File: src/hdl/ogwd_pkg.sv
// Shared constants, types and codes for the occupancy grid wall dilation unit.
// No dependencies; every other file imports this package.
package ogwd_pkg;

  localparam int RADIUS_ROWS = 4;
  localparam int RADIUS_COLS = 4;
  localparam int MAX_WIDTH   = 1024;
  localparam int MAX_HEIGHT  = 4096;

  // field and register widths fixed by the interface
  localparam int PIX_W     = 8;
  localparam int THR_W     = 8;
  localparam int WID_W     = 11;
  localparam int HGT_W     = 13;
  localparam int CFG_W     = 13;
  localparam int CFG_IDX_W = 2;

  // derived sizes
  localparam int COL_W    = $clog2(MAX_WIDTH);
  localparam int OROW_W   = $clog2(MAX_HEIGHT);
  localparam int VROW_W   = $clog2(MAX_HEIGHT + RADIUS_ROWS + 1);
  localparam int EW_W     = $clog2(MAX_WIDTH + 1);
  localparam int EH_W     = $clog2(MAX_HEIGHT + 1);
  localparam int DLY_MAX  = RADIUS_ROWS * MAX_WIDTH + RADIUS_COLS;
  localparam int DLY_W    = $clog2(DLY_MAX + 1);
  localparam int DL_DEPTH = DLY_MAX + 1;
  localparam int DL_AW    = $clog2(DL_DEPTH);
  localparam int WIN      = 2 * RADIUS_COLS + 1;
  localparam int MSK_W    = COL_W + 2;
  localparam int RS_W     = $clog2(2 * RADIUS_ROWS + 2);

  // rows-since-wall saturates one past the vertical reach
  localparam logic [RS_W-1:0] RS_SAT = RS_W'(2 * RADIUS_ROWS + 1);

  // reset geometry
  localparam int RST_THR    = 5;
  localparam int RST_WIDTH  = (1024 > MAX_WIDTH) ? MAX_WIDTH : 1024;
  localparam int RST_HEIGHT = 1024;

  // configuration register indexes
  localparam logic [CFG_IDX_W-1:0] REG_THRESHOLD = CFG_IDX_W'(0);
  localparam logic [CFG_IDX_W-1:0] REG_WIDTH     = CFG_IDX_W'(1);
  localparam logic [CFG_IDX_W-1:0] REG_HEIGHT    = CFG_IDX_W'(2);

  typedef enum logic {
    FUNC_PIXEL = 1'b0,
    FUNC_DRAIN = 1'b1
  } func_t;

  // one raster step leaving the sequencer
  typedef struct packed {
    logic             valid;
    logic [COL_W-1:0] col;
    logic             row0;
    logic             wall;
    logic             emit;
    logic             last;
    logic [WIN-1:0]   mask;
  } ogwd_item_t;

  // step after the vertical update
  typedef struct packed {
    logic           valid;
    logic           vflag;
    logic           emit;
    logic           last;
    logic [WIN-1:0] mask;
  } ogwd_col_t;

endpackage

File: src/hdl/ogwd_ctrl.sv
// Sequencer: configuration registers, raster counters, accept/emit decisions,
// delay-line addressing and the column window mask. Depends on ogwd_pkg.
module ogwd_ctrl
  import ogwd_pkg::*;
(
  input  logic                 clk,
  input  logic                 rst_n,
  input  logic                 cfg_we,
  input  logic [CFG_IDX_W-1:0] cfg_index,
  input  logic [CFG_W-1:0]     cfg_data,
  input  logic                 in_tvalid,
  output logic                 in_tready,
  input  logic                 in_tuser,
  input  logic [PIX_W-1:0]     in_tdata,
  input  logic                 enable,
  output ogwd_item_t           item,
  output logic                 pix_we,
  output logic [DL_AW-1:0]     pix_waddr,
  output logic [PIX_W-1:0]     pix_wdata,
  output logic                 pix_re,
  output logic [DL_AW-1:0]     pix_raddr
);

  logic [THR_W-1:0]  thr_r, thr_nxt;
  logic [COL_W-1:0]  w_m1_r, w_m1_nxt;
  logic [OROW_W-1:0] h_m1_r, h_m1_nxt;
  logic [DLY_W-1:0]  dly_r, dly_nxt;

  logic [COL_W-1:0]  vcol_r, vcol_nxt;
  logic [VROW_W-1:0] vrow_r, vrow_nxt;
  logic [COL_W-1:0]  ocol_r, ocol_nxt;
  logic [OROW_W-1:0] orow_r, orow_nxt;
  logic [DLY_W-1:0]  lag_r, lag_nxt;
  logic [DL_AW-1:0]  wptr_r, wptr_nxt;
  logic [DL_AW-1:0]  rptr_r, rptr_nxt;

  logic [WID_W-1:0]  w_raw;
  logic [HGT_W-1:0]  h_raw;
  logic [EW_W-1:0]   w_eff;
  logic [EH_W-1:0]   h_eff;
  logic              geo_wr;

  logic              in_done, lag_full, acc, real_px, adv_int, fire, emit, last;
  logic [MSK_W-1:0]  msum;
  logic [WIN-1:0]    mask;

  // ---- configuration ----
  always_comb begin
    w_raw = cfg_data[WID_W-1:0];
    h_raw = cfg_data[HGT_W-1:0];
    if (w_raw == '0) begin
      w_eff = EW_W'(1);
    end else if (32'(w_raw) > 32'(MAX_WIDTH)) begin
      w_eff = EW_W'(MAX_WIDTH);
    end else begin
      w_eff = EW_W'(w_raw);
    end
    if (h_raw == '0) begin
      h_eff = EH_W'(1);
    end else if (32'(h_raw) > 32'(MAX_HEIGHT)) begin
      h_eff = EH_W'(MAX_HEIGHT);
    end else begin
      h_eff = EH_W'(h_raw);
    end

    thr_nxt  = thr_r;
    w_m1_nxt = w_m1_r;
    h_m1_nxt = h_m1_r;
    dly_nxt  = dly_r;
    geo_wr   = 1'b0;
    if (cfg_we) begin
      unique case (cfg_index)
        REG_THRESHOLD: thr_nxt = cfg_data[THR_W-1:0];
        REG_WIDTH: begin
          w_m1_nxt = COL_W'(w_eff - EW_W'(1));
          dly_nxt  = DLY_W'(DLY_W'(RADIUS_ROWS) * DLY_W'(w_eff) + DLY_W'(RADIUS_COLS));
          geo_wr   = 1'b1;
        end
        REG_HEIGHT: begin
          h_m1_nxt = OROW_W'(h_eff - EH_W'(1));
          geo_wr   = 1'b1;
        end
        default: ;
      endcase
    end
  end

  // ---- step decisions ----
  always_comb begin
    in_done   = vrow_r > VROW_W'(h_m1_r);
    lag_full  = lag_r == dly_r;
    in_tready = enable && (!in_done || lag_full);
    acc       = in_tvalid && in_tready;
    real_px   = acc && !in_done && (func_t'(in_tuser) == FUNC_PIXEL);
    // after the last pixel, virtual steps run until the lag reaches the delay
    adv_int   = enable && in_done && !lag_full;
    fire      = real_px || adv_int || (acc && in_done);
    emit      = (real_px && lag_full) || (acc && in_done);
    last      = emit && (ocol_r == w_m1_r) && (orow_r == h_m1_r);
  end

  // which window taps fall inside the output pixel's row
  always_comb begin
    msum = MSK_W'(ocol_r) + MSK_W'(RADIUS_COLS);
    for (int j = 0; j < WIN; j++) begin
      mask[j] = (msum >= MSK_W'(j)) && (msum <= MSK_W'(w_m1_r) + MSK_W'(j));
    end
  end

  // ---- counters ----
  always_comb begin
    vcol_nxt = vcol_r;
    vrow_nxt = vrow_r;
    ocol_nxt = ocol_r;
    orow_nxt = orow_r;
    lag_nxt  = lag_r;
    wptr_nxt = wptr_r;
    rptr_nxt = rptr_r;
    if (fire) begin
      if (vcol_r == w_m1_r) begin
        vcol_nxt = '0;
        vrow_nxt = vrow_r + VROW_W'(1);
      end else begin
        vcol_nxt = vcol_r + COL_W'(1);
      end
      if (!emit) begin
        lag_nxt = lag_r + DLY_W'(1);
      end
    end
    if (real_px) begin
      wptr_nxt = (wptr_r == DL_AW'(DL_DEPTH - 1)) ? '0 : wptr_r + DL_AW'(1);
    end
    if (emit) begin
      rptr_nxt = (rptr_r == DL_AW'(DL_DEPTH - 1)) ? '0 : rptr_r + DL_AW'(1);
      if (ocol_r == w_m1_r) begin
        ocol_nxt = '0;
        orow_nxt = orow_r + OROW_W'(1);
      end else begin
        ocol_nxt = ocol_r + COL_W'(1);
      end
    end
    if (last || geo_wr) begin
      vcol_nxt = '0;
      vrow_nxt = '0;
      ocol_nxt = '0;
      orow_nxt = '0;
      lag_nxt  = '0;
      wptr_nxt = '0;
      rptr_nxt = '0;
    end
  end

  always_ff @(posedge clk) begin
    if (!rst_n) begin
      thr_r  <= THR_W'(RST_THR);
      w_m1_r <= COL_W'(RST_WIDTH - 1);
      h_m1_r <= OROW_W'(RST_HEIGHT - 1);
      dly_r  <= DLY_W'(RADIUS_ROWS * RST_WIDTH + RADIUS_COLS);
      vcol_r <= '0;
      vrow_r <= '0;
      ocol_r <= '0;
      orow_r <= '0;
      lag_r  <= '0;
      wptr_r <= '0;
      rptr_r <= '0;
    end else begin
      thr_r  <= thr_nxt;
      w_m1_r <= w_m1_nxt;
      h_m1_r <= h_m1_nxt;
      dly_r  <= dly_nxt;
      vcol_r <= vcol_nxt;
      vrow_r <= vrow_nxt;
      ocol_r <= ocol_nxt;
      orow_r <= orow_nxt;
      lag_r  <= lag_nxt;
      wptr_r <= wptr_nxt;
      rptr_r <= rptr_nxt;
    end
  end

  always_comb begin
    item.valid = fire;
    item.col   = vcol_r;
    item.row0  = vrow_r == '0;
    item.wall  = real_px && (in_tdata <= thr_r);
    item.emit  = emit;
    item.last  = last;
    item.mask  = mask;
  end

  assign pix_we    = real_px;
  assign pix_waddr = wptr_r;
  assign pix_wdata = in_tdata;
  assign pix_re    = emit;
  assign pix_raddr = rptr_r;

endmodule

File: config.mk
export PLATFORM = sky130hd
export DESIGN_NAME = ogwd_ctrl
export DESIGN_NICKNAME = d
export VERILOG_FILES = /design/src/hdl/ogwd_pkg.sv /design/src/hdl/ogwd_ctrl.sv
export SDC_FILE = /design/constraint.sdc
export NUM_CORES = 1
export LEC_CHECK = 0
export ABC_AREA = 1
export BUFFER_PORTS_ARGS = -buffer_cell sky130_fd_sc_hd__buf_2
export CAP_MARGIN = 30
export CORE_MARGIN = 1.5
export CORE_UTILIZATION = 28
export CTS_CLUSTER_SIZE = 14
export DETAILED_ROUTE_END_ITERATION = 8
export GPL_ROUTABILITY_DRIVEN = 1
export SLEW_MARGIN = 15
export SYNTH_ARGS = -nofsm -noshare
export SYNTH_HDL_FRONTEND = slang
export SYNTH_SLANG_ARGS = --single-unit
File: constraint.sdc
create_clock -name clk -period 9.1 [get_ports clk]
set_input_delay 0.91 -clock clk [delete_from_list [all_inputs] [get_ports clk]]
set_output_delay 0.91 -clock clk [all_outputs]
set_load 0.01 [all_outputs]
==> flow_metrics.py <==
metrics = {
    "placed_design": {
        "dp_slack_ns": 4.778,
        "post-dp-hpwl_um": 26490,
        "gp_congestion": 0.9678,
        "dp.cells": 2329,
        "dpl_cell_area_um2": 12370,
        "portBuffers": 89,
    },
    "timing": {
        "maxSlewHeadroom_pct": 42.78,
        "fin_ws_ns": 4.289,
        "fin_crit_sh_pct": 52.87,
        "hold_viol_final": 0,
        "setup_tns_ns": 0,
        "skew_ns": 0.009434,
        "rsz0062_at_grt": "no",
        "slew_violations": 0,
        "fmax_mhz": 207.8,
        "hold-worst-slack_ns": 0.4616,
        "worst_slew_pin_slew_ns": 0.8583,
        "setup_viol": 0,
        "min_period_ns": 4.811,
    },
    "final_layout": {
        "n_fill_cell": 4423,
        "drive_gt1_share_pct": 8.525,
        "postLayoutCoreUtil_pct": 31.91,
        "final_area_um2": 13030,
        "nNetsFinal": 1984,
        "layout.cells.non_filler": 2363,
        "syn2layout_area_growth_pct": 12.50,
    },
    "floorplanning": {
        "num_rows": 74,
        "core_um2": 40830,
        "dieHeight_um": 206.4,
        "start_util_pct": 28.36,
        "io_pins": 90,
        "dieArea_um2": 42590,
        "dieWidth_um": 206.4,
    },
    "worst_setup_path": {
        "startpoint_type": "flip-flop",
        "critPathMaxFanout": 12,
        "worstSetupStartpoint": "w_m1_r[3]",
        "r2r-start": "w_m1_r[0]",
        "worstPathRequired_ns": 8.19,
        "end_kind": "primary output",
        "crit_type": "reg -> out",
        "critical_path_arrival_ns": 3.90,
    },
    "global_routing": {
        "grt_pass1_wl_um": 56940,
        "grt_pass1_vias": 11093,
        "grt_usage_pct": 16.76,
        "overflow": 0,
        "antenna_found_initial": 1,
        "grt_max_degree": 85,
    },
    "drt": {
        "drt_first_pass_iters": 5,
        "drt-total-wl_um": 34600,
        "via_per_inst": 4.906,
        "ant_nets": 0,
        "wl_per_cell_um": 14.64,
        "initialDrtViolationCount": 924,
        "drc": 0,
        "vias": 11592,
    },
    "worst_hold_path": {
        "min_from": "thr_r[1]",
        "min_path_type": "reg -> reg",
    },
    "power": {
        "p_per_area_nw_per_um2": 123.7,
        "max-vdd-ir-drop_uv": 114.4,
        "finalPower_mw": 1.611,
        "p_leak_nw": 5.852,
    },
    "cts": {
        "cts.sinks": 124,
        "ctsResizeCount": 0,
        "clk_latency_ns": 0.42,
        "clock-root-buffer": "clkbuf_16",
        "postCtsSetupRepairBufs": 0,
        "clk_pin_slew_worst_paths_ns": 0.06,
        "tritoncts": "built",
        "clockBufferDepth": 2,
        "numCtsBuffers": 17,
        "cts-htree-levels": 4,
        "ctsHoldBuffers": 0,
    },
    "synthesis": {
        "synth_edf_count": 0,
        "synthCells": 1769,
        "ys.flop_type": "dfxtp_1",
        "synth_area_per_cell_um2": 6.547,
        "synth_warnings": 0,
        "synthDistinctLibCells": 51,
        "yosysSeqAreaShare_pct": 21.43,
        "netlist_area_um2": 11580,
        "syn_nets": 1936,
        "synth-async-reset-ratio_pct": 0,
        "ys_ff_latch": 124,
    },
    "outcome": {
        "status": "finished clean",
    },
    "flow_run": {
        "cap_violations": 0,
    },
}
-- cell usage after synthesis (all sizes together) (3+ instances only) --
cell type  number  area (um^2)
o21bai          3        22.52
nand2         376         1424
inv           214        803.3
xor2          104        910.9
or2             4        25.03
o2111ai         6        52.55
nor2          184        715.7
dfxtp         124         2482
ha            138         1727
clkinv          6        22.52
clkbuf         24        90.09
a31oi           3        18.77
nor3           52        270.3
a21oi         152        760.7
o211ai          9        67.56
o21ai          92        460.4
buf            44        290.3
nand3         125        630.6
xnor2          22        192.7
nand4          50        342.8
nor4           17        112.6
-- logic make-up after synthesis --
family | after synthesis | synth area share (%)
AOI/OAI and AO/OA | 280 | 13.01
xor gates and xnor gates | 126 | 9.529
adders and majority gates | 138 | 14.91
buffers and inverters | 288 | 10.41
DFF | 124 | 21.43
and+or+nand+nor | 813 | 30.70
-- report_power, final --
part           leakage, nW  internal, mW  switching (mW)
clock                0.298         0.461           0.271
sequential            1.00         0.553          0.0151
combinational         4.55         0.103           0.208
total                 5.85          1.12           0.494
-- area by class of cell --
class | instances | area (um^2) | share of cell area, %
repair buffers | 97 | 525.5 | 4.033
clock inverters | 13 | 192.7 | 1.479
well taps | 532 | 665.6 | 5.109
multi-input cells | 1357 | 7901 | 60.65
inverters | 220 | 825.8 | 6.338
diodes | 1 | 2.502 | 0.01921
flip-flops and latches | 124 | 2482 | 19.05
clock buffers | 19 | 432.9 | 3.323
-- path summary, 6_finish.rpt --
| path | cells after the start | end | slack [ns] |
|---|---|---|---|
| setup / recovery | 17 | item[2] | 4.29 |
| hold / removal | 2 | thr_r[1] | 0.46 |
| setup reg to reg | 12 | lag_r[7] | 5.34 |
| hold reg to reg | 2 | thr_r[1] | 0.46 |
-- placed cells by master, fill, tap and decap left out, types with 3 or more instances in the layout --
cell | netlist | layout
inv_1 | 206 | 206
bufinv_16 | 0 | 4
xor2_1 | 104 | 104
buf_4 | 24 | 7
o2111ai_1 | 6 | 6
dfxtp_1 | 124 | 124
clkinv_4 | 0 | 5
buf_2 | 16 | 89
nand3_1 | 124 | 124
ha_1 | 138 | 138
nor3_1 | 50 | 50
clkinv_1 | 6 | 6
nand4_1 | 48 | 48
xnor2_1 | 22 | 22
a31oi_1 | 3 | 3
nor2_1 | 178 | 178
nor4_1 | 16 | 15
nor2_2 | 4 | 4
o21ai_0 | 69 | 69
nand2_2 | 2 | 3
o21bai_1 | 3 | 3
nand2_1 | 373 | 372
o21ai_1 | 23 | 23
o211ai_1 | 9 | 9
inv_2 | 8 | 8
clkbuf_16 | 0 | 17
or2_2 | 3 | 3
a21oi_1 | 152 | 152
-- registers in the layout, indices dropped and copies added, names as in the netlist --
register,count
w_m1_r,10
h_m1_r,12
dly_r,10
lag_r,13
thr_r,8
vrow_r,13
pix_raddr,13
vcol_r,10
ocol_r,10
pix_waddr,13
orow_r,12
-- worst max-delay path: stages (launching register included) --
cell	delay, ns
dfxtp_1	0.64
ha_1	0.30
nand2_1	0.15
nor2_2	0.32
nand2_1	0.15
nor2_2	0.25
xor2_1	0.31
nand2_1	0.07
o21ai_0	0.09
ha_1	0.27
nand2_1	0.09
nor2_1	0.06
o211ai_1	0.08
o2111ai_1	0.12
o41ai_1	0.12
inv_1	0.15
a31oi_1	0.17
buf_2	0.15
-- layer usage --
metal / vias up / track usage (%) / wire (um)
met2: 299 / 28.50 / 16350
met4: 0 / 5.331 / 824
met3: 62 / 2.507 / 1556
met5: - / 0 / 0
met1: 5297 / 21.62 / 15860
li1: 5934 / - / -
Note: power is estimated with default switching activity, not from simulation.
