## config.mk

```make
export PLATFORM = sky130hd
export DESIGN_NAME = ogwd_win_out
export DESIGN_NICKNAME = d
export VERILOG_FILES = /design/src/hdl/ogwd_pkg.sv /design/src/hdl/ogwd_win_out.sv
export SDC_FILE = /design/constraint.sdc
export NUM_CORES = 1
export LEC_CHECK = 0
export BUFFER_PORTS_ARGS = -buffer_cell sky130_fd_sc_hd__buf_4
export CORE_MARGIN = 10
export CORE_UTILIZATION = 53
export DETAILED_ROUTE_END_ITERATION = 10
export PLACE_DENSITY = 0.77
export SETUP_SLACK_MARGIN = 0.02
export SYNTH_ARGS = -nofsm -noshare
export SYNTH_HDL_FRONTEND = slang
export SYNTH_SLANG_ARGS = --single-unit
```

## constraint.sdc

```tcl
create_clock -name clk -period 2.07 [get_ports clk]
set_input_delay 0.3105 -clock clk [delete_from_list [all_inputs] [get_ports clk]]
set_output_delay 0.3105 -clock clk [all_outputs]
set_load 0.01 [all_outputs]
```

## src/hdl/ogwd_pkg.sv

```systemverilog
// Shared constants, types and codes for the occupancy grid wall dilation unit.
// No dependencies; every other file imports this package.
package ogwd_pkg;

  localparam int RADIUS_ROWS = 4;
  localparam int RADIUS_COLS = 4;
  localparam int MAX_WIDTH   = 1024;
  localparam int MAX_HEIGHT  = 4096;

  // field and register widths fixed by the interface
  localparam int PIX_W     = 8;
  localparam int THR_W     = 8;
  localparam int WID_W     = 11;
  localparam int HGT_W     = 13;
  localparam int CFG_W     = 13;
  localparam int CFG_IDX_W = 2;

  // derived sizes
  localparam int COL_W    = $clog2(MAX_WIDTH);
  localparam int OROW_W   = $clog2(MAX_HEIGHT);
  localparam int VROW_W   = $clog2(MAX_HEIGHT + RADIUS_ROWS + 1);
  localparam int EW_W     = $clog2(MAX_WIDTH + 1);
  localparam int EH_W     = $clog2(MAX_HEIGHT + 1);
  localparam int DLY_MAX  = RADIUS_ROWS * MAX_WIDTH + RADIUS_COLS;
  localparam int DLY_W    = $clog2(DLY_MAX + 1);
  localparam int DL_DEPTH = DLY_MAX + 1;
  localparam int DL_AW    = $clog2(DL_DEPTH);
  localparam int WIN      = 2 * RADIUS_COLS + 1;
  localparam int MSK_W    = COL_W + 2;
  localparam int RS_W     = $clog2(2 * RADIUS_ROWS + 2);

  // rows-since-wall saturates one past the vertical reach
  localparam logic [RS_W-1:0] RS_SAT = RS_W'(2 * RADIUS_ROWS + 1);

  // reset geometry
  localparam int RST_THR    = 5;
  localparam int RST_WIDTH  = (1024 > MAX_WIDTH) ? MAX_WIDTH : 1024;
  localparam int RST_HEIGHT = 1024;

  // configuration register indexes
  localparam logic [CFG_IDX_W-1:0] REG_THRESHOLD = CFG_IDX_W'(0);
  localparam logic [CFG_IDX_W-1:0] REG_WIDTH     = CFG_IDX_W'(1);
  localparam logic [CFG_IDX_W-1:0] REG_HEIGHT    = CFG_IDX_W'(2);

  typedef enum logic {
    FUNC_PIXEL = 1'b0,
    FUNC_DRAIN = 1'b1
  } func_t;

  // one raster step leaving the sequencer
  typedef struct packed {
    logic             valid;
    logic [COL_W-1:0] col;
    logic             row0;
    logic             wall;
    logic             emit;
    logic             last;
    logic [WIN-1:0]   mask;
  } ogwd_item_t;

  // step after the vertical update
  typedef struct packed {
    logic           valid;
    logic           vflag;
    logic           emit;
    logic           last;
    logic [WIN-1:0] mask;
  } ogwd_col_t;

endpackage

```

## src/hdl/ogwd_win_out.sv

```systemverilog
// Horizontal flag window, final pixel select and output register with skid.
// Depends on ogwd_pkg.
module ogwd_win_out
  import ogwd_pkg::*;
(
  input  logic             clk,
  input  logic             rst_n,
  input  ogwd_col_t        col_i,
  input  logic [PIX_W-1:0] pix_i,
  output logic             enable,
  output logic             out_tvalid,
  input  logic             out_tready,
  output logic [PIX_W-1:0] out_tdata,
  output logic             out_tlast
);

  logic [WIN-1:0]   win_r;
  logic             s2_v_r;
  logic             s2_last_r;
  logic [WIN-1:0]   s2_mask_r;
  logic [PIX_W-1:0] s2_pix_r;
  logic             out_v_r, skid_v_r;
  logic [PIX_W-1:0] out_pix_r, skid_pix_r;
  logic             out_last_r, skid_last_r;
  logic             hit, push;
  logic [PIX_W-1:0] res_pix;

  assign enable = !skid_v_r;

  // bit 0 is the newest column flag
  always_ff @(posedge clk) begin
    if (enable && col_i.valid) begin
      win_r <= {win_r[WIN-2:0], col_i.vflag};
    end
    if (enable) begin
      s2_last_r <= col_i.last;
      s2_mask_r <= col_i.mask;
      s2_pix_r  <= pix_i;
    end
  end

  always_comb begin
    hit     = |(win_r & s2_mask_r);
    res_pix = hit ? '0 : s2_pix_r;
    push    = enable && s2_v_r;
  end

  always_ff @(posedge clk) begin
    if (!rst_n) begin
      s2_v_r   <= 1'b0;
      out_v_r  <= 1'b0;
      skid_v_r <= 1'b0;
    end else begin
      if (enable) begin
        s2_v_r <= col_i.valid && col_i.emit;
      end
      if (!out_v_r || out_tready) begin
        if (skid_v_r) begin
          out_v_r  <= 1'b1;
          skid_v_r <= 1'b0;
        end else begin
          out_v_r <= push;
        end
      end else if (push) begin
        skid_v_r <= 1'b1;
      end
    end
  end

  always_ff @(posedge clk) begin
    if (!out_v_r || out_tready) begin
      if (skid_v_r) begin
        out_pix_r  <= skid_pix_r;
        out_last_r <= skid_last_r;
      end else if (push) begin
        out_pix_r  <= res_pix;
        out_last_r <= s2_last_r;
      end
    end else if (push) begin
      skid_pix_r  <= res_pix;
      skid_last_r <= s2_last_r;
    end
  end

  assign out_tvalid = out_v_r;
  assign out_tdata  = out_pix_r;
  assign out_tlast  = out_last_r;

endmodule

```

==> results of run 1 <==
-- registers in the layout, indices dropped and copies added (netlist names) --
name / flops
s2_v_r: 1
skid_v_r: 1
out_tdata: 8
s2_last_r: 1
s2_pix_r: 8
out_tlast: 1
win_r: 9
s2_mask_r: 9
skid_last_r: 1
out_tvalid: 1
skid_pix_r: 8
-- worst paths after layout --
kind / startpoint / endpoint / slack (ns) / cells past startpoint
max: win_r[7]$_DFFE_PP_ / out_tdata[3]$_DFFE_PP_ / 0.26 / 3
max reg2reg: win_r[7]$_DFFE_PP_ / out_tdata[3]$_DFFE_PP_ / 0.26 / 3
min reg2reg: win_r[5]$_DFFE_PP_ / win_r[6]$_DFFE_PP_ / 0.46 / 0
min: col_i[9] / s2_last_r$_DFFE_PN_ / 0.13 / 1
-- power by group --
| group | internal [mW] | switching [mW] | total, mW | leakage, nW |
|---|---|---|---|---|
| sequential | 1.10 | 0.0139 | 1.11 | 0.478 |
| clock | 0.253 | 0.277 | 0.530 | 0.0422 |
| combinational | 0.0467 | 0.0371 | 0.0838 | 0.299 |
| total | 1.40 | 0.328 | 1.72 | 0.819 |
-- metrics by stage --
step	total power [mW]	std cells	hold WS, ns
finish	1.72	186	0.126
detailed placement	1.22	178	0.437
global placement	1.21	178	0.432
global route	1.79	186	0.0876
CTS	1.74	186	0.108
floorplan	1.16	101	0.409
-- cell usage after synthesis (2+ instances only) --
library cell | instances | area, µm²
sky130_fd_sc_hd__nor3b_1 | 2 | 15.0
sky130_fd_sc_hd__nor2_1 | 9 | 33.8
sky130_fd_sc_hd__o31ai_4 | 2 | 42.5
sky130_fd_sc_hd__o31ai_1 | 6 | 45.0
sky130_fd_sc_hd__inv_1 | 8 | 30.0
sky130_fd_sc_hd__a22oi_1 | 3 | 22.5
sky130_fd_sc_hd__edfxtp_1 | 45 | 1350
sky130_fd_sc_hd__nand2_1 | 10 | 37.5
sky130_fd_sc_hd__dfxtp_1 | 3 | 60.1
-- final cells by class --
type | count | share of cell area, %
Multi-Input combinational cell | 41 | 12.7
Clock inverter | 2 | 1.66
Clock buffer | 6 | 1.95
Sequential cell | 48 | 66.7
Timing Repair Buffer | 36 | 12.8
Tap cell | 44 | 2.60
Inverter | 9 | 1.60
-- cells in the final DEF (no fill, tap or decap) --
cell                         n
sky130_fd_sc_hd__edfxtp_1   45
sky130_fd_sc_hd__buf_4      36
sky130_fd_sc_hd__nand2_1    10
sky130_fd_sc_hd__nor2_1      9
sky130_fd_sc_hd__inv_1       8
sky130_fd_sc_hd__o31ai_1     6
sky130_fd_sc_hd__clkbuf_4    5
sky130_fd_sc_hd__a22oi_1     3
sky130_fd_sc_hd__dfxtp_1     3
sky130_fd_sc_hd__o31ai_4     2
sky130_fd_sc_hd__nor3b_1     2
sky130_fd_sc_hd__a222oi_1    1
sky130_fd_sc_hd__nand4_2     1
sky130_fd_sc_hd__inv_2       1
sky130_fd_sc_hd__nor2b_1     1
sky130_fd_sc_hd__nand2b_1    1
sky130_fd_sc_hd__o21a_1      1
sky130_fd_sc_hd__mux2_1      1
sky130_fd_sc_hd__o21ai_1     1
sky130_fd_sc_hd__and2_1      1
sky130_fd_sc_hd__a21boi_1    1
sky130_fd_sc_hd__bufinv_16   1
sky130_fd_sc_hd__clkinv_2    1
sky130_fd_sc_hd__clkbuf_1    1
-- cell families after synthesis --
family / share of synthesized area [%]
compound gates: 8.09
buf+inv: 3.03
flops: 81.4
mux: 0.650
simple gates: 6.79
-- per-layer routing --
layer / GRT usage, % / vias up / part of all wire [%]
li1: - / 451 / -
met1: 11.2 / 446 / 43
met2: 14.7 / 35 / 48
met3: 5.59 / 2 / 8.2
met4: 3.28 / 0 / 0.50
met5: 0 / - / 0
==> run_results.csv, run 1 <==
group,metric,value,unit
timing,drv_slew,0,
detailed_routing,route.antenna.remaining_nets,0,
setup_path,cp_data_required_time,2.24,ns
clock_tree,postCtsResizedCells,0,
timing,tightest_slew,0.783,ns
die,initial_utilization,55.8,%
logic_synthesis,ys.warnings.count,0,
pwr,p_leak,0.819,nW
global_routing,grt_max_degree,20,
logic_synthesis,dominantRegCellSynth,"sky130_fd_sc_hd__edfxtp_1",
timing,slew-limit-headroom,47.7,%
clock_tree,cts_tree,"built",
layout,insertedDiodeCount,0,
place,detailedPlacementHpwl,2.10,mm
clock_tree,clk_pin_slew_worst_paths,0.13,ns
die,i_o_pins,35,
layout,area_of_all_sequential_standard_cells,1410,µm²
setup_path,critPathArrivalTime,1.98,ns
die,die_span_in_x,77.2,µm
timing,setup_viol_count_final,0,
timing,period_needed,1.81,ns
logic_synthesis,cell_area_after_synthesis,1730,µm²
detailed_routing,first_pass_iters,4,
setup_path,critical-path-max-stage-delay,0.44,ns
detailed_routing,drc,0,
status,outcome,"completed",
clock_tree,cts_setup_buffers,0,
place,final_weighted_congestion_in_routability_driven_placement,0.729,
layout,area_used_by_multi_input_combinational_logic,269,µm²
clock_tree,cts_sinks,48,
logic_synthesis,synth_seq_area_share,81.4,%
logic_synthesis,mappedNetlistNets,125,
setup_path,path_max_fanout,16,
clock_tree,hold_buffers,0,
detailed_routing,drt-vias-per-instance,5.02,
global_routing,grt_antenna_before_repair,0,
timing,report.final.hold_viol_count,0,
pwr,cellPowerDensity,815,nW/µm²
global_routing,grt_pass1_wl,4.55,mm
clock_tree,clockRootBuffer,"sky130_fd_sc_hd__clkbuf_4",
detailed_routing,detail_route.iter0.violations,53,
setup_path,endpoint_kind,"flip-flop",
setup_path,critPathBufInv,0,
logic_synthesis,syn-instance-count,101,
detailed_routing,postRouteWirelength,2.80,mm
clock_tree,cts_max_level,2,
die,fp.dieArea,5960,µm²
global_routing,gr-total-overflow,0,
place,port_buffers,34,
setup_path,critical_path_class,"reg2reg",
place,placedInstanceArea,2040,µm²
layout,layout-area-overhead-vs-synth,22.1,%
setup_path,worstPathCellList,"a222oi_1, nand4_2, o31ai_1",
timing,max_freq,552,MHz
timing,setup_ws,0.258,ns
logic_synthesis,synth_enable_flop_cells,45,
logic_synthesis,asyncSetResetFlopFracSynth,0,%
setup_path,critical-path-top-delay-family,"compound AO/OA/AOI/OAI gates",
logic_synthesis,post_synth.cell_area_avg,17.2,µm²
timing,grt_setup_unrepaired,"no",
layout,nFillCells,233,
global_routing,global_route.usage.total,9.71,%
layout,finish.utilization,68.2,%
die,placeableCoreArea,3100,µm²
place,dp_slack,0.296,ns
layout,drive_above_1_share,33.1,%
timing,final_setup_skew,0.0105,ns
hold_path,holdCritPathClass,"in2reg",
setup_path,worst_setup_path_start_kind,"flip-flop",
die,rows,20,
logic_synthesis,count_of_distinct_cell_types_in_the_synthesized_netlist,22,
timing,setup_total_negative_slack,0,ns
run,maxCapViolCount,0,
setup_path,critical-path-slowest-cell,"sky130_fd_sc_hd__edfxtp_1",
detailed_routing,drt-wirelength-per-cell,15.0,µm
detailed_routing,vias,934,
timing,layout_worst_path_cycle_share,87.6,%
clock_tree,tritoncts.num_buffers,5,
layout,nets,165,
clock_tree,clk-insertion-delay-late,0.35,ns
pwr,ir_drop,0.563,mV
layout,stdcell_area,2120,µm²
die,die_extent_in_y,77.2,µm
clock_tree,cts-root-to-sink-buffers,2,
global_routing,grt_pass1_vias,935,
logic_synthesis,ys_ff_latch,48,
Note: power is estimated with default switching activity, not from simulation.
==> inputs of run 2 (changes only) <==
CORE_UTILIZATION = 30   (was 53)
PLACE_DENSITY = not set   (was 0.77)
REMOVE_ABC_BUFFERS = 1   (was not set)
==> run 2 against run 1 <==
Effect of this change:
- sequential cell count unchanged
- clock power shrank 0.8%
- utilization down 29 points
- power hardly changed
- clock skew increased by 0.0015 ns
- worst setup slack gained 0.053 ns
- non-clock buffer count is 1 higher
- die area is 55% higher
- sequential power barely moved
- global-route usage down 2.4 points
- via count decreased by 2.6%
- final area grew 2.7%
- critical path type unchanged
==> run_results.csv, run 2 (same netlist as run 1, synthesis figures left out) <==
group,metric,value,unit
status,outcome,"completed",
layout,nets,166,
setup_path,critPathArrivalTime,1.88,ns
setup_path,endpoint_kind,"flip-flop",
setup_path,critical-path-max-stage-delay,0.51,ns
detailed_routing,drt-vias-per-instance,4.23,
setup_path,worst_setup_path_start_kind,"flip-flop",
detailed_routing,detail_route.iter0.violations,57,
global_routing,grt_antenna_before_repair,0,
detailed_routing,drc,0,
global_routing,grt_pass1_wl,5.03,mm
timing,tightest_slew,0.754,ns
die,rows,27,
timing,max_freq,569,MHz
layout,drive_above_1_share,32.9,%
layout,layout-area-overhead-vs-synth,25.3,%
layout,largest_registers,"s2_mask_r (9), win_r (9)",
place,detailedPlacementHpwl,2.31,mm
place,dp_slack,0.214,ns
pwr,p_leak,0.822,nW
clock_tree,tritoncts.num_buffers,5,
die,i_o_pins,35,
layout,nFillCells,544,
timing,report.final.hold_viol_count,0,
timing,final_setup_skew,0.0121,ns
setup_path,critPathBufInv,0,
timing,slew-limit-headroom,49.7,%
timing,layout_worst_path_cycle_share,85.0,%
global_routing,grt_max_degree,18,
timing,grt_setup_unrepaired,"no",
clock_tree,clockRootBuffer,"sky130_fd_sc_hd__clkbuf_8",
layout,stdcell_area,2170,µm²
die,die_span_in_x,96,µm
detailed_routing,vias,910,
timing,period_needed,1.76,ns
place,numPlacedInstances,207,
layout,insertedDiodeCount,0,
pwr,cellPowerDensity,794,nW/µm²
die,initial_utilization,31.3,%
timing,setup_ws,0.311,ns
run,maxCapViolCount,0,
detailed_routing,postRouteWirelength,3.07,mm
setup_path,worst-r2r-setup-slack,0.31,ns
timing,final.hold.worst_slack,0.183,ns
setup_path,worstPathCellList,"a222oi_1, nand4_4, o31ai_1",
detailed_routing,drt-wirelength-per-cell,14.3,µm
global_routing,gr-total-overflow,0,
layout,finish.utilization,39.2,%
clock_tree,cts-root-to-sink-buffers,2,
timing,setup_total_negative_slack,0,ns
clock_tree,cts_sinks,48,
die,fp.dieArea,9220,µm²
layout,mostFrequentLayoutCells,"45 x sky130_fd_sc_hd__edfxtp_1, 37 x sky130_fd_sc_hd__buf_4, 10 x sky130_fd_sc_hd__nand2_1",
setup_path,critical-path-top-delay-family,"compound AO/OA/AOI/OAI gates",
clock_tree,cts_tree,"built",
clock_tree,clk-insertion-delay-late,0.30,ns
setup_path,critical-path-slowest-cell,"sky130_fd_sc_hd__a222oi_1",
detailed_routing,first_pass_iters,4,
setup_path,path_max_fanout,16,
layout,number_of_standard_cells_in_the_layout_taps_in_and_fillers_out,215,
clock_tree,cts_max_level,2,
hold_path,holdCritPathClass,"in2reg",
die,die_extent_in_y,96,µm
clock_tree,cts_setup_buffers,0,
timing,setup_viol_count_final,0,
detailed_routing,route.antenna.remaining_nets,0,
place,placedInstanceArea,2080,µm²
pwr,ir_drop,0.364,mV
pwr,post-layout-total-power,1.72,mW
timing,drv_slew,0,
place,port_buffers,34,
setup_path,critical_path_class,"reg2reg",
global_routing,grt_pass1_vias,1011,
setup_path,cp_data_required_time,2.19,ns
global_routing,global_route.usage.total,7.28,%
layout,layout.cells.most_common,"sky130_fd_sc_hd__edfxtp_1",
clock_tree,clk_pin_slew_worst_paths,0.09,ns
die,placeableCoreArea,5540,µm²
place,final_weighted_congestion_in_routability_driven_placement,0.707,
## run 2: cell types whose count changed in the layout (fill, tap and decap cells not counted), sizes merged
cell,delta
buf,+1
bufinv,-1
clkbuf,+1
## run 2: area by class of cell
class	instances	area (µm²)	share of cell area, %
Multi-Input combinational cell	41	278	12.8
Tap cell	72	90.1	4.15
Clock inverter	1	5.00	0.230
Clock buffer	7	76.3	3.51
Inverter	9	33.8	1.56
Sequential cell	48	1410	65.0
Timing Repair Buffer	37	278	12.8
## run 2: power by group
group	internal [mW]	switching (mW)
registers	1.10	0.0145
clock network	0.237	0.289
logic	0.0475	0.0394
## run 2: repair_timing
action / in CTS / in global routing
resized for setup: 0 / 1
hold buffers: 0 / 0
endpoints found under the setup margin: 0 / 6
endpoints found under the hold margin: 0 / 0
## run 2: worst paths after layout
kind / start / to / depth (start not counted)
setup / recovery: win_r[5]$_DFFE_PP_ / out_tdata[3]$_DFFE_PP_ / 3
hold / removal: pix_i[1] / s2_pix_r[1]$_DFFE_PN_ / 1
setup reg to reg: win_r[5]$_DFFE_PP_ / out_tdata[3]$_DFFE_PP_ / 3
hold reg to reg: s2_last_r$_DFFE_PN_ / skid_last_r$_DFFE_PP_ / 0
## run 2: layer usage
metal / track usage (%) / share of wire [%]
met5: 0 / 0
met4: 3.19 / 0.91
met3: 4.20 / 8.7
met2: 10.7 / 47
met1: 8.44 / 43
